## src/pcx_pkg.sv

```systemverilog
// Shared types and constants for the PCX line decoder.
package pcx_pkg;
   localparam int MaxPlaneBytes = 1024;
   localparam int MaxPlanes = 4;
   localparam int TableEntries = 256;
   localparam int StoreDepth = MaxPlaneBytes * MaxPlanes;
   localparam int AddrW = $clog2(StoreDepth);
   localparam int PbW = $clog2(MaxPlaneBytes + 1);
   localparam int FillW = 13;
   localparam int ColW = 13;

   typedef enum logic [1:0] {
      KIND_BYTE  = 2'd0,
      KIND_TABLE = 2'd1,
      KIND_TICK  = 2'd2,
      KIND_NONE  = 2'd3
   } kind_type;

   typedef enum logic [1:0] {
      MODE_MONO   = 2'd0,
      MODE_PLANAR = 2'd1,
      MODE_INDEX  = 2'd2,
      MODE_RGB    = 2'd3
   } mode_type;

   typedef enum logic [2:0] {
      REG_MODE   = 3'd0,
      REG_RLE    = 3'd1,
      REG_WIDTH  = 3'd2,
      REG_PLANE  = 3'd3,
      REG_HEIGHT = 3'd4
   } reg_type;

   // Command handed from the front part to the back part.
   typedef struct packed {
      kind_type   kind;
      logic [7:0] data_byte;
      logic [7:0] table_index;
      logic [7:0] table_value;
   } cmd_type;

   typedef enum logic [2:0] {
      ST_IDLE,
      ST_RUN,
      ST_READ,
      ST_WAIT,
      ST_CALC,
      ST_EMIT
   } state_type;
endpackage

```

## src/pcx_cmd_queue.sv

```systemverilog
// Short command queue between the front and back parts.
module pcx_cmd_queue (
   input  logic             clock,
   input  logic             reset,
   input  logic             push,
   input  pcx_pkg::cmd_type push_data,
   output logic             full,
   input  logic             pop,
   output pcx_pkg::cmd_type pop_data,
   output logic             empty
);
   import pcx_pkg::*;

   cmd_type    slot_ff [2];
   logic       wr_ptr_ff, wr_ptr_in, rd_ptr_ff, rd_ptr_in;
   logic [1:0] count_ff, count_in;

   assign full = (count_ff == 2'd2);
   assign empty = (count_ff == 2'd0);
   assign pop_data = slot_ff[rd_ptr_ff];

   // Pointer and count update.
   always_comb begin
      wr_ptr_in = wr_ptr_ff ^ (push && !full);
      rd_ptr_in = rd_ptr_ff ^ (pop && !empty);
      count_in = count_ff + {1'b0, push && !full} - {1'b0, pop && !empty};
   end

   always_ff @(posedge clock) begin
      if (reset) begin
         wr_ptr_ff <= 1'b0;
         rd_ptr_ff <= 1'b0;
         count_ff <= 2'd0;
      end else begin
         wr_ptr_ff <= wr_ptr_in;
         rd_ptr_ff <= rd_ptr_in;
         count_ff <= count_in;
      end
   end

   always_ff @(posedge clock) begin
      if (push && !full) begin
         slot_ff[wr_ptr_ff] <= push_data;
      end
   end
endmodule

```

## config.mk

```make
export PLATFORM = sky130hd
export DESIGN_NAME = pcx_cmd_queue
export DESIGN_NICKNAME = d
export VERILOG_FILES = /design/src/pcx_pkg.sv /design/src/pcx_cmd_queue.sv
export SDC_FILE = /design/constraint.sdc
export NUM_CORES = 1
export LEC_CHECK = 0
export BUFFER_PORTS_ARGS = -buffer_cell sky130_fd_sc_hd__clkbuf_2
export CAP_MARGIN = 30
export CORE_MARGIN = 8
export CORE_UTILIZATION = 46
export CTS_CLUSTER_SIZE = 16
export DETAILED_ROUTE_END_ITERATION = 10
export PLACE_DENSITY = 0.74
export SYNTH_ARGS = -nofsm -noshare
export SYNTH_HDL_FRONTEND = slang
export SYNTH_SLANG_ARGS = --single-unit
```

## constraint.sdc

```tcl
create_clock -name clock -period 1.9 [get_ports clock]
set_clock_uncertainty 0.15 [all_clocks]
set_input_delay 0 -clock clock [delete_from_list [all_inputs] [get_ports clock]]
set_output_delay 0 -clock clock [all_outputs]
set_load 0.01 [all_outputs]
```

==> run_summary.xml <==
<?xml version="1.0" encoding="UTF-8"?>
<metrics>
  <group name="cts">
    <metric name="cts-resized-gates" unit="">0</metric>
    <metric name="cts_inserted_buffers" unit="">5</metric>
    <metric name="cts.root.buffer_cell" unit="">clkbuf_8</metric>
    <metric name="clkSinkCount" unit="">56</metric>
    <metric name="clock_latency" unit="ns">0.30</metric>
    <metric name="post-cts-setup-buffers" unit="">0</metric>
    <metric name="h-tree-depth" unit="">2</metric>
    <metric name="ctsLongestPathBuffers" unit="">2</metric>
    <metric name="cts.reportedPaths.clkPinSlew" unit="ns">0.09</metric>
    <metric name="cts_hold_buffers" unit="">29</metric>
    <metric name="clock_tree_from_tritoncts" unit="">done</metric>
  </group>
  <group name="pwr">
    <metric name="vdd.ir_drop.worst" unit="µV">618</metric>
    <metric name="power_density" unit="nW/µm²">1100</metric>
    <metric name="power.static_leakage" unit="nW">1.13</metric>
  </group>
  <group name="drt">
    <metric name="finalWirelength" unit="µm">4050</metric>
    <metric name="vias_per_cell" unit="">4.73</metric>
    <metric name="drcViolationCount" unit="">0</metric>
    <metric name="met2_routed_length" unit="µm">1940</metric>
    <metric name="routed-wl-met3" unit="µm">290</metric>
    <metric name="detailroute.via_count" unit="">1196</metric>
    <metric name="wl_met1" unit="µm">1770</metric>
    <metric name="drt_pass1_iterations" unit="">4</metric>
    <metric name="ant_nets" unit="">0</metric>
    <metric name="routedWlPerCell" unit="µm">16.0</metric>
    <metric name="drtIter0Drc" unit="">66</metric>
    <metric name="route.top_layer_used" unit="">met4</metric>
  </group>
  <group name="timing">
    <metric name="finalCriticalPeriod" unit="ns">1.82</metric>
    <metric name="fin_crit_sh" unit="%">95.7</metric>
    <metric name="setup_viol_count_final" unit="">0</metric>
    <metric name="setup-tns-final" unit="ns">0</metric>
    <metric name="final_report_max_slew_violation_count" unit="">0</metric>
    <metric name="slew_headroom" unit="%">83.1</metric>
    <metric name="grt_setup_unrepaired" unit="">no</metric>
    <metric name="worst-slew-pin-transition" unit="ns">0.253</metric>
    <metric name="finalHoldViolations" unit="">0</metric>
    <metric name="finalHoldWorstSlack" unit="ns">0.125</metric>
    <metric name="clock.fmax" unit="MHz">550</metric>
  </group>
  <group name="yosys">
    <metric name="mappedNetlistNets" unit="">138</metric>
    <metric name="netlist_area" unit="µm²">2130</metric>
    <metric name="synth.avg_cell_area" unit="µm²">20.5</metric>
    <metric name="postSynthCellCount" unit="">104</metric>
    <metric name="postSynth.asyncResetShare" unit="%">0</metric>
    <metric name="yosysUniqueCellTypes" unit="">16</metric>
    <metric name="synth-seq-area-share" unit="%">77.0</metric>
    <metric name="synth-warning-count" unit="">0</metric>
    <metric name="synth-edff-count" unit="">52</metric>
    <metric name="synth.ff_latch_count" unit="">56</metric>
    <metric name="dominantRegCellSynth" unit="">edfxtp_1</metric>
  </group>
  <group name="layout">
    <metric name="post_route_cells_drive_above_1_share" unit="%">47.8</metric>
    <metric name="antenna_cells_inserted" unit="">0</metric>
    <metric name="final_nets" unit="">234</metric>
    <metric name="post-route-util" unit="%">64.7</metric>
    <metric name="multiInputGateArea" unit="µm²">432</metric>
    <metric name="area_growth_syn_to_layout" unit="%">33.9</metric>
    <metric name="final_non_filler_cell_area" unit="µm²">2850</metric>
    <metric name="layout.area.seq" unit="µm²">1640</metric>
    <metric name="fillerInstances" unit="">331</metric>
  </group>
  <group name="worst_setup_path">
    <metric name="worst_setup_path_end_kind" unit="">flip-flop</metric>
    <metric name="slowest_delay" unit="ns">0.54</metric>
    <metric name="required_arrival_time_at_the_worst_endpoint" unit="ns">1.95</metric>
    <metric name="critical_path.max_fanout" unit="">4</metric>
    <metric name="critical_path.reg2reg.endpoint" unit="">wr_ptr_ff</metric>
    <metric name="slowest_stage" unit="">dlygate4sd3_1</metric>
    <metric name="critPathLaunch" unit="">count_ff[0]</metric>
    <metric name="cp_cell_sequence" unit="">nand2b_1 &gt; and2_1 &gt; ha_1 &gt; nor2_1 &gt; dlygate4sd3_1</metric>
    <metric name="crit_buf_inv" unit="">1</metric>
    <metric name="timing.critical_path.arrival" unit="ns">1.87</metric>
    <metric name="path_delay_family" unit="">buffers and inverters</metric>
    <metric name="timing_worst_setup_path_type" unit="">reg2reg</metric>
    <metric name="reg2reg_slack" unit="ns">0.08</metric>
    <metric name="worstRegToRegCells" unit="">5</metric>
    <metric name="r2r_startpoint" unit="">count_ff[0]</metric>
    <metric name="kind_of_start_point_of_the_critical_path" unit="">flip-flop</metric>
  </group>
  <group name="floorplan">
    <metric name="row_count" unit="">24</metric>
    <metric name="fp.coreArea" unit="µm²">4410</metric>
    <metric name="fp.dieArea" unit="µm²">7070</metric>
    <metric name="floorplan.initialDensity" unit="%">48.3</metric>
    <metric name="design.portCount" unit="">58</metric>
    <metric name="die_w" unit="µm">84.1</metric>
    <metric name="chipHeight" unit="µm">84.1</metric>
  </group>
  <group name="global_route">
    <metric name="first_global_vias" unit="">1307</metric>
    <metric name="grt_pass1_wl" unit="µm">6710</metric>
    <metric name="grt_start_max_net_pins" unit="">19</metric>
    <metric name="antenna_found_initial" unit="">0</metric>
    <metric name="grt_overall_usage" unit="%">11.8</metric>
    <metric name="grt_overflow_total" unit="">0</metric>
  </group>
  <group name="min_path">
    <metric name="hp-start" unit="">push</metric>
    <metric name="hold_depth" unit="">5</metric>
    <metric name="hold_class" unit="">in2reg</metric>
    <metric name="worst_hold_path_ep" unit="">count_ff[1]</metric>
  </group>
  <group name="placed_design">
    <metric name="dp_hpwl" unit="µm">2900</metric>
    <metric name="gpl.final_weighted_congestion" unit="">0.689</metric>
    <metric name="placement.io_buffers" unit="">57</metric>
    <metric name="dpl_cell_area" unit="µm²">2480</metric>
  </group>
  <group name="status">
    <metric name="run_status" unit="">finished clean</metric>
  </group>
  <group name="flow_run">
    <metric name="drv.max_cap_violation_count" unit="">0</metric>
  </group>
</metrics>
[worst register-to-register path: stages, from the launching register on]
cell and delay [ns]:
dfxtp_1 0.34, nand2b_1 0.17, and2_1 0.19, ha_1 0.28
nor2_1 0.04, dlygate4sd3_1 0.54
[cell type report]
type	count	area share [%]
clock inverters	2	0.395
well taps	52	2.28
inverters	3	0.395
repair buffers	92	21.7
flip-flops and latches	56	57.5
clock buffers	6	2.54
multi-input cells	42	15.1
[layer usage]
metal,global-route usage (%),up-vias
li1,-,585
met1,14.6,560
met2,18.0,45
met3,4.98,6
met4,4.24,0
met5,0,-
[metrics by stage]
step | power, mW | worst slack, ns | instances
finish | 3.15 | 0.0824 | 253
floorplan | 2.23 | 0.0404 | 104
CTS | 3.20 | 0.0820 | 253
detailed placement | 2.54 | 0.282 | 216
global placement | 2.50 | 0.362 | 216
global route | 3.33 | 0.0443 | 253
[logic make-up (layout without fill, tap and decap cells)]
logic type                 Yosys count  after routing  share of synthesized area [%]
xor gates and xnor gates             1              1                           1.06
DFF                                 56             56                           77.0
AOI/OAI and AO/OA                    1              1                          0.352
and+or+nand+nor                      9              9                           2.06
adders and majority gates            4              4                           2.35
muxes                               27             27                           14.4
buffers and inverters                6            103                           2.70
[where the power goes]
group	internal [mW]	switching [mW]
registers	1.56	0.0541
logic	0.471	0.460
clock network	0.256	0.349
total	2.29	0.863
[synth_stat cells (2+ instances only)]
master	n	area share [%]
nor2_1	4	0.70
nor2b_1	2	0.59
edfxtp_1	52	73
mux2_2	26	14
dfxtp_1	4	3.8
inv_1	3	0.53
ha_1	4	2.3
[worst max-delay path by stage]
stage                                 to  slack (ns)  cells after the start
after floorplan            slot_ff[1][0]        0.04                      3
after global placement    slot_ff[0][15]        0.36                      4
after detailed placement   slot_ff[1][7]        0.28                      4
after CTS                      wr_ptr_ff        0.08                      5
after global routing           wr_ptr_ff        0.04                      5
final                          wr_ptr_ff        0.08                      5
[flip-flops by register name, summed over array words and instances, names as in the netlist]
signal,flops
count_ff,2
rd_ptr_ff,1
slot_ff,52
wr_ptr_ff,1
[cell usage in the layout, fill, tap and decap left out]
master / Yosys / layout
clkbuf_2: 0 / 57
edfxtp_1: 52 / 52
dlygate4sd3_1: 0 / 29
mux2_2: 26 / 26
buf_4: 0 / 6
clkbuf_8: 0 / 5
nor2_1: 4 / 4
ha_1: 4 / 4
dfxtp_1: 4 / 4
inv_1: 3 / 3
nor2b_1: 2 / 2
nand2b_1: 1 / 1
and2_1: 1 / 1
nand2_1: 1 / 1
mux2_4: 1 / 1
o21a_1: 1 / 1
xnor3_1: 1 / 1
clkbuf_1: 0 / 1
clkinvlp_4: 0 / 1
clkinv_1: 0 / 1
Note: power is estimated with default switching activity, not from simulation.
