**config.mk**
```make
export PLATFORM = sky130hd
export DESIGN_NAME = pcx_front
export DESIGN_NICKNAME = d
export VERILOG_FILES = /design/src/pcx_pkg.sv /design/src/pcx_front.sv
export SDC_FILE = /design/constraint.sdc
export NUM_CORES = 1
export LEC_CHECK = 0
export BUFFER_PORTS_ARGS = -buffer_cell sky130_fd_sc_hd__buf_2
export CORE_MARGIN = 2
export CORE_UTILIZATION = 45
export CTS_CLUSTER_DIAMETER = 120
export DETAILED_ROUTE_END_ITERATION = 10
export PLACE_DENSITY = 0.86
export SLEW_MARGIN = 20
export SYNTH_ARGS = -nofsm -noshare
export SYNTH_HDL_FRONTEND = slang
export SYNTH_SLANG_ARGS = --single-unit
export TNS_END_PERCENT = 5
```
**constraint.sdc**
```tcl
create_clock -name clock -period 2.04 [get_ports clock]
set_input_delay 0.306 -clock clock [delete_from_list [all_inputs] [get_ports clock]]
set_output_delay 0.306 -clock clock [all_outputs]
set_load 0.02 [all_outputs]
```
**src/pcx_pkg.sv**
```systemverilog
// Shared types and constants for the PCX line decoder.
package pcx_pkg;
   localparam int MaxPlaneBytes = 1024;
   localparam int MaxPlanes = 4;
   localparam int TableEntries = 256;
   localparam int StoreDepth = MaxPlaneBytes * MaxPlanes;
   localparam int AddrW = $clog2(StoreDepth);
   localparam int PbW = $clog2(MaxPlaneBytes + 1);
   localparam int FillW = 13;
   localparam int ColW = 13;

   typedef enum logic [1:0] {
      KIND_BYTE  = 2'd0,
      KIND_TABLE = 2'd1,
      KIND_TICK  = 2'd2,
      KIND_NONE  = 2'd3
   } kind_type;

   typedef enum logic [1:0] {
      MODE_MONO   = 2'd0,
      MODE_PLANAR = 2'd1,
      MODE_INDEX  = 2'd2,
      MODE_RGB    = 2'd3
   } mode_type;

   typedef enum logic [2:0] {
      REG_MODE   = 3'd0,
      REG_RLE    = 3'd1,
      REG_WIDTH  = 3'd2,
      REG_PLANE  = 3'd3,
      REG_HEIGHT = 3'd4
   } reg_type;

   // Command handed from the front part to the back part.
   typedef struct packed {
      kind_type   kind;
      logic [7:0] data_byte;
      logic [7:0] table_index;
      logic [7:0] table_value;
   } cmd_type;

   typedef enum logic [2:0] {
      ST_IDLE,
      ST_RUN,
      ST_READ,
      ST_WAIT,
      ST_CALC,
      ST_EMIT
   } state_type;
endpackage

```
**src/pcx_front.sv**
```systemverilog
// Front part: configuration registers and intake of items.
module pcx_front (
   input  logic             clock,
   input  logic             reset,
   input  logic             csr_psel,
   input  logic             csr_penable,
   input  logic             csr_pwrite,
   input  logic [4:0]       csr_paddr,
   input  logic [31:0]      csr_pwdata,
   output logic [31:0]      csr_prdata,
   output logic [1:0]       mode,
   output logic             rle_en,
   output logic [13:0]      width,
   output logic [10:0]      plane,
   output logic [15:0]      height,
   input  logic             req_push,
   output logic             req_full,
   input  logic [1:0]       req_kind,
   input  logic [7:0]       req_data_byte,
   input  logic [7:0]       req_table_index,
   input  logic [7:0]       req_table_value,
   output logic             q_push,
   output pcx_pkg::cmd_type q_data,
   input  logic             q_full
);
   import pcx_pkg::*;

   logic [1:0]  mode_ff;
   logic        rle_ff;
   logic [13:0] width_ff;
   logic [10:0] plane_ff;
   logic [15:0] height_ff;
   logic        wr_en;
   reg_type     reg_sel;

   assign reg_sel = reg_type'(csr_paddr[4:2]);
   assign wr_en = csr_psel && csr_penable && csr_pwrite;

   // Register writes.
   always_ff @(posedge clock) begin
      if (reset) begin
         mode_ff <= 2'd2;
         rle_ff <= 1'b1;
         width_ff <= 14'd640;
         plane_ff <= 11'd640;
         height_ff <= 16'd480;
      end else if (wr_en) begin
         unique case (reg_sel)
            REG_MODE:   mode_ff <= csr_pwdata[1:0];
            REG_RLE:    rle_ff <= csr_pwdata[0];
            REG_WIDTH:  width_ff <= csr_pwdata[13:0];
            REG_PLANE:  plane_ff <= csr_pwdata[10:0];
            REG_HEIGHT: height_ff <= csr_pwdata[15:0];
            default: ;
         endcase
      end
   end

   // Register reads.
   always_comb begin
      unique case (reg_sel)
         REG_MODE:   csr_prdata = {30'd0, mode_ff};
         REG_RLE:    csr_prdata = {31'd0, rle_ff};
         REG_WIDTH:  csr_prdata = {18'd0, width_ff};
         REG_PLANE:  csr_prdata = {21'd0, plane_ff};
         REG_HEIGHT: csr_prdata = {16'd0, height_ff};
         default:    csr_prdata = 32'd0;
      endcase
   end

   assign mode = mode_ff;
   assign rle_en = rle_ff;
   assign width = width_ff;
   assign plane = plane_ff;
   assign height = height_ff;

   // Items pass straight into the queue; unknown kinds still occupy a slot.
   assign req_full = q_full;
   assign q_push = req_push;
   assign q_data = '{kind: kind_type'(req_kind), data_byte: req_data_byte,
                     table_index: req_table_index, table_value: req_table_value};
endmodule

```
==> results of run 1 <==
-- metal layers --
metal  part of all wire (%)  vias up
met1                     43     1003
met5                      0        -
met4                    1.7        0
met2                     49       75
li1                       -     1058
met3                    6.3       12
-- tightest hold or removal path: stages --
cell     delay (ns)
buf_2          0.11
nand3_1        0.06
a21oi_1        0.05
-- power by group through the flow --
stage	Combinational (W)	Sequential [W]	Clock (W)
after floorplan	0.000231	0.000896	0
final	0.000206	0.000869	0.000699
after global routing	0.000225	0.000870	0.000754
after detailed placement	0.000205	0.000889	0
after CTS	0.000206	0.000869	0.000717
after global placement	0.000203	0.000889	0
-- path summary, 6_finish.rpt --
kind	end	slack [ns]	cells after the start
hold reg to reg	height[4]	0.49	2
setup reg to reg	height[15]	1.26	2
setup / recovery	csr_prdata[11]	0.27	5
hold / removal	width[4]	0.27	3
-- flip-flops by register name, summed over array words and instances, names as in the netlist --
register	cells
height	16
width	14
plane	11
mode	2
rle_en	1
-- area by class of cell --
cell class / count / area, um2 / share of cell area [%]
Clock buffer: 6 / 82.6 / 2.92
Inverter: 1 / 3.75 / 0.133
Sequential cell: 44 / 881 / 31.2
Timing Repair Buffer: 96 / 513 / 18.1
Multi-Input combinational cell: 204 / 1220 / 43.1
Tap cell: 72 / 90.1 / 3.19
Clock inverter: 2 / 38.8 / 1.37
-- cell usage in the layout, fill, tap and decap left out --
cell type and n:
inv_1 1, a22oi_1 3, nor2_1 21, and2_1 2, nand4b_1 1, nor3_1 1
dfxtp_1 44, nand2b_1 17, or2_2 1, and4b_1 1, conb_1 16, clkinv_4 1
nand3_1 19, a21oi_1 17, nand2_2 1, buf_4 13, a21oi_2 1, nand4_1 1
a21bo_1 1, clkbuf_8 6, mux2i_1 27, or3_1 1, o21ai_1 3, o21ai_0 38
nand2_1 12, bufinv_16 1, nor3b_2 1, nor2b_1 11, and2_4 1, buf_2 83
a21bo_2 5, mux4_2 1, o21a_1 1
-- kinds of logic (layout without fill, tap and decap cells) --
family | Yosys count | in the layout
DFF | 44 | 44
AOI/OAI and AO/OA | 69 | 69
muxes | 28 | 28
other | 1 | 16
buffers and inverters | 69 | 105
and+or+nand+nor | 91 | 91
-- per-stage QoR --
stage               cells  hold slack, ns  setup WS [ns]  total power (W)
floorplan             317           0.452          0.441          0.00113
detailed placement    417           0.480          0.297          0.00109
finish                425           0.270          0.265          0.00177
global route          425           0.263          0.127          0.00185
CTS                   425           0.260          0.249          0.00179
global placement      417           0.475          0.311          0.00109
==> impl_metrics.ini, run 1 <==
[synth]
synth_mux_area_share_pct = 11.7
netlist_area_mm2 = 0.00251
synthTopCellsByArea = dfxtp_1, buf_4, mux2i_1
synth_edf_count = 0
synth_top_flop_cell = dfxtp_1
synth_xor_area_share_pct = 0
syn_area_per_cell_um2 = 8.30
synth-simple-area-share_pct = 18.8
synth_cell_type_count = 33
seq_area_frac_synth_pct = 35.1
netlist_instances = 302
ys_ff_latch = 44
yosysMostFrequentCell = buf_4
synth.top_cells.by_count = buf_4, dfxtp_1, o21ai_0
post-synth-top-area-fraction_pct = 35.1
synthAdderAreaFrac_pct = 0
synth_compound_area_share_pct = 15.5
synth_top_family_by_area = simple AND/OR/NAND/NOR gates
yosysTopAreaCell = dfxtp_1
ys_async_sr_fraction_pct = 0
ys_warn_count = 0

[worst_setup_path]
cpLargestDelayFamily = simple AND/OR/NAND/NOR gates
crit_path_max_fanout = 9
crit_top_cell = buf_2
slowest_delay_ns = 0.54
cp.arrival_ns = 1.47
crit_type = in -> out
crit_path_start_kind = input port
crit_required_ns = 1.73
cp_slowest_cell = nor2b_1
end_kind = primary output
critPathBufInv = 2
rr_startpoint = height[15]
startpoint = csr_paddr[3]
crit_chain = buf_2, nor2b_1, a22oi_1, nor2_1, buf_2

[power_and_ir_drop]
switching_share_pct = 25.0
power_switching_w = 0.000443
p_per_area_mw_per_mm2 = 628
clkPwrFrac_pct = 39.4
pwr-share-comb_pct = 11.6
leakage_nw = 1.31
ir_worst_vdd_mv = 0.434
internal-power_w = 0.00133
power_frac_seq_pct = 49.0

[grt]
grt_max_degree = 32
antenna_found_initial = 0
grt_pass1_vias = 1972
use_met3_pct = 4.83
use_met2_pct = 34.0
grt_busiest_layer = met2
grt.overflow.total = 0
grt_usage_pct = 19.8
use_met1_pct = 24.3
grt_pass1_wl_um = 9600

[die]
num_rows = 27
die_area_mm2 = 0.00619
die_y_um = 78.6
ios = 174
initial_core_util_pct = 46.1
core_area_mm2 = 0.00544
die_w_um = 78.6

[timing]
hold_viol_final = 0
worstMarginPinSlew_ns = 0.604
tns_ns = 0
finClkSkew_ns = 0
fmax_mhz = 563
layout_min_cycle_time_ns = 1.77
rsz0062_at_grt = no
slew_headroom_pct = 59.7
finalSetupViolCount = 0
drv_slew = 0
period_share_pct = 87.0

[place]
finalWeightedCongestion = 0.786
numPortBuffers = 83
place_hpwl_um = 4340
dpl-instance-area_mm2 = 0.00271

[clocking]
cts_buffers = 5
cts_buffer_depth = 2
clkSinkCount = 44
cts_tree = built
clock-root-buffer = clkbuf_8
htreeDepth = 2
clk_latency_ns = 0.29
post_cts_resized = 0
cts_setup_buffers = 0
path_clk_slew_ns = 0.09
holdBufCountCts = 0

[drt]
drc_errors = 0
postRouteWirelength_um = 5940
post_drt_wl_per_cell_um = 14.0
num_vias = 2148
vias_per_cell = 5.05
detail-route-antenna-nets = 0
drt_pass1_iterations = 4
drt_iter0_drc = 118

[finish]
syn_to_final_growth_pct = 12.8
nets = 422
drive_above_1_share_pct = 32.6
n_antenna_cell = 0
fillers = 534
fin_area_mm2 = 0.00283
post-route-util_pct = 52.0

[outcome]
status = finished clean

[worst_hold_path]
hp-start = csr_pwdata[4]
hold_class = in -> reg

[flow_run]
drv_cap = 0
(Power assumes the default switching activity.)
==> inputs of run 2 (changes only) <==
--- a/config.mk
+++ b/config.mk
@@ -6,11 +6,13 @@
 export NUM_CORES = 1
 export LEC_CHECK = 0
 export BUFFER_PORTS_ARGS = -buffer_cell sky130_fd_sc_hd__buf_2
+export CELL_PAD_IN_SITES_DETAIL_PLACEMENT = 0
+export CELL_PAD_IN_SITES_GLOBAL_PLACEMENT = 1
 export CORE_MARGIN = 2
-export CORE_UTILIZATION = 45
+export CORE_UTILIZATION = 30
 export CTS_CLUSTER_DIAMETER = 120
 export DETAILED_ROUTE_END_ITERATION = 10
-export PLACE_DENSITY = 0.86
+export PLACE_DENSITY_LB_ADDON = 0.1
 export SLEW_MARGIN = 20
 export SYNTH_ARGS = -nofsm -noshare
 export SYNTH_HDL_FRONTEND = slang
==> run 2 against run 1 <==
  * Worst hold slack got worse by 0.0099 ns
  * Core utilization fell by 16 points
  * Largest cell class unchanged
  * Clock power rose by 6.6%
  * Sequential share of layout area fell by 0.79 points
  * Clock-buffer cell count rose by 1
  * Fmax fell by 0.67%
  * Cell count rose by 8.2%
  * Highest routed layer unchanged
==> impl_metrics.ini, run 2 (synthesized netlist as in run 1, its figures left out) <==
[grt]
grt_pass1_vias = 1945
grt_pass1_wl_um = 10500
grt_usage_pct = 15.0
use_met2_pct = 23.9
grt_max_degree = 33
use_met1_pct = 20.5
antenna_found_initial = 0
use_met3_pct = 3.48
grt_busiest_layer = met2
grt.overflow.total = 0

[clocking]
clkSinkCount = 44
cts_tree = built
htreeDepth = 2
path_clk_slew_ns = 0.09
holdBufCountCts = 0
cts_buffers = 5
cts_buffer_depth = 2
clock-root-buffer = clkbuf_8
cts_setup_buffers = 0
clk_latency_ns = 0.29
post_cts_resized = 0

[drt]
num_vias = 2127
detail-route-antenna-nets = 0
drt_pass1_iterations = 5
drt_iter0_drc = 72
vias_per_cell = 4.62
postRouteWirelength_um = 7070
post_drt_wl_per_cell_um = 15.4
drc_errors = 0

[worst_setup_path]
crit_top_cell = buf_2
crit_chain = buf_2, nor3b_2, buf_4, nand2_1, o21ai_0, buf_2
crit_path_start_kind = input port
end_kind = primary output
startpoint = csr_paddr[3]
cp_slowest_cell = nor3b_2
crit_required_ns = 1.73
crit_type = in -> out
crit_path_max_fanout = 9
reg2regPathDepth = 2
crit_end = csr_prdata[3]
rr_startpoint = height[12]
slowest_delay_ns = 0.45
r2r_end = height[12]
cp.arrival_ns = 1.48
reg2reg_slack_ns = 1.26

[finish]
final_common_cell = buf_2
final_cell_mix = buf_2, dfxtp_1, o21ai_0
multiInputGateArea_mm2 = 0.00122
n_antenna_cell = 0
drive_above_1_share_pct = 33.0
nets = 424
seqCellArea_um2 = 881
syn_to_final_growth_pct = 15.7
fillers = 914
largest_reg_flops = 16

[die]
num_rows = 33
die_y_um = 95.4
die_w_um = 95.4
initial_core_util_pct = 30.7
ios = 174
die_area_mm2 = 0.00910
core_area_mm2 = 0.00818

[timing]
finClkSkew_ns = 0
finalSetupViolCount = 0
rsz0062_at_grt = no
whs_ns = 0.260
period_share_pct = 87.6
slew_headroom_pct = 66.3
tns_ns = 0
drv_slew = 0
worstMarginPinSlew_ns = 0.506
hold_viol_final = 0
fmax_mhz = 560
layout_min_cycle_time_ns = 1.79

[place]
finalWeightedCongestion = 0.693
numPortBuffers = 83
place_hpwl_um = 5060

[power_and_ir_drop]
ir_worst_vdd_mv = 0.228
p_per_area_mw_per_mm2 = 631
leakage_nw = 1.33

[flow_run]
drv_cap = 0

[outcome]
status = finished clean

[worst_hold_path]
hold_class = in -> reg
run 2: worst min path at each step:
stage	end	depth (start not counted)	slack [ns]	from
global route	width[8]	3	0.27	csr_pwdata[8]
global placement	height[0]	2	0.48	height[0]
detailed placement	height[1]	2	0.48	height[1]
finish	height[14]	3	0.26	csr_pwdata[14]
floorplan	plane[6]	2	0.45	csr_pwdata[6]
CTS	height[14]	3	0.25	csr_pwdata[14]
run 2: metal layers:
| metal | vias up | wire length, um |
|---|---|---|
| met4 | 0 | 26 |
| li1 | 1060 | - |
| met5 | - | 0 |
| met2 | 68 | 3220 |
| met3 | 4 | 431 |
| met1 | 995 | 3390 |
run 2: worst max-delay path, delay by kind of cell:
kind            cells  cell delay, ns
simple gates        2            0.50
buf+inv             3            0.59
compound gates      1            0.09
run 2: power breakdown:
group	switching [W]	total, W	internal [W]
Combinational	0.000146	0.000217	0.0000714
Sequential	0.00000482	0.000869	0.000864
Clock	0.000313	0.000745	0.000433
Total	0.000463	0.00183	0.00137
run 2: cell type report:
class	count	share of cell area, %
flip-flops and latches	44	30.4
well taps	105	4.53
multi-input cells	204	42.0
repair buffers	98	18.6
clock inverters	1	1.03
inverters	1	0.129
clock buffers	7	3.32
run 2: metrics by stage:
step                std cells  cell area (um2)  total power, W  utilization (%)  setup WS [ns]
floorplan                 317             2560         0.00113                -          0.441
global placement          452             2780         0.00111             33.9          0.246
detailed placement        452             2780         0.00111             33.9          0.248
CTS                       460             2900         0.00186             35.5          0.238
global route              460             2900         0.00190             35.5          0.178
finish                    460             2900         0.00183             35.5          0.253
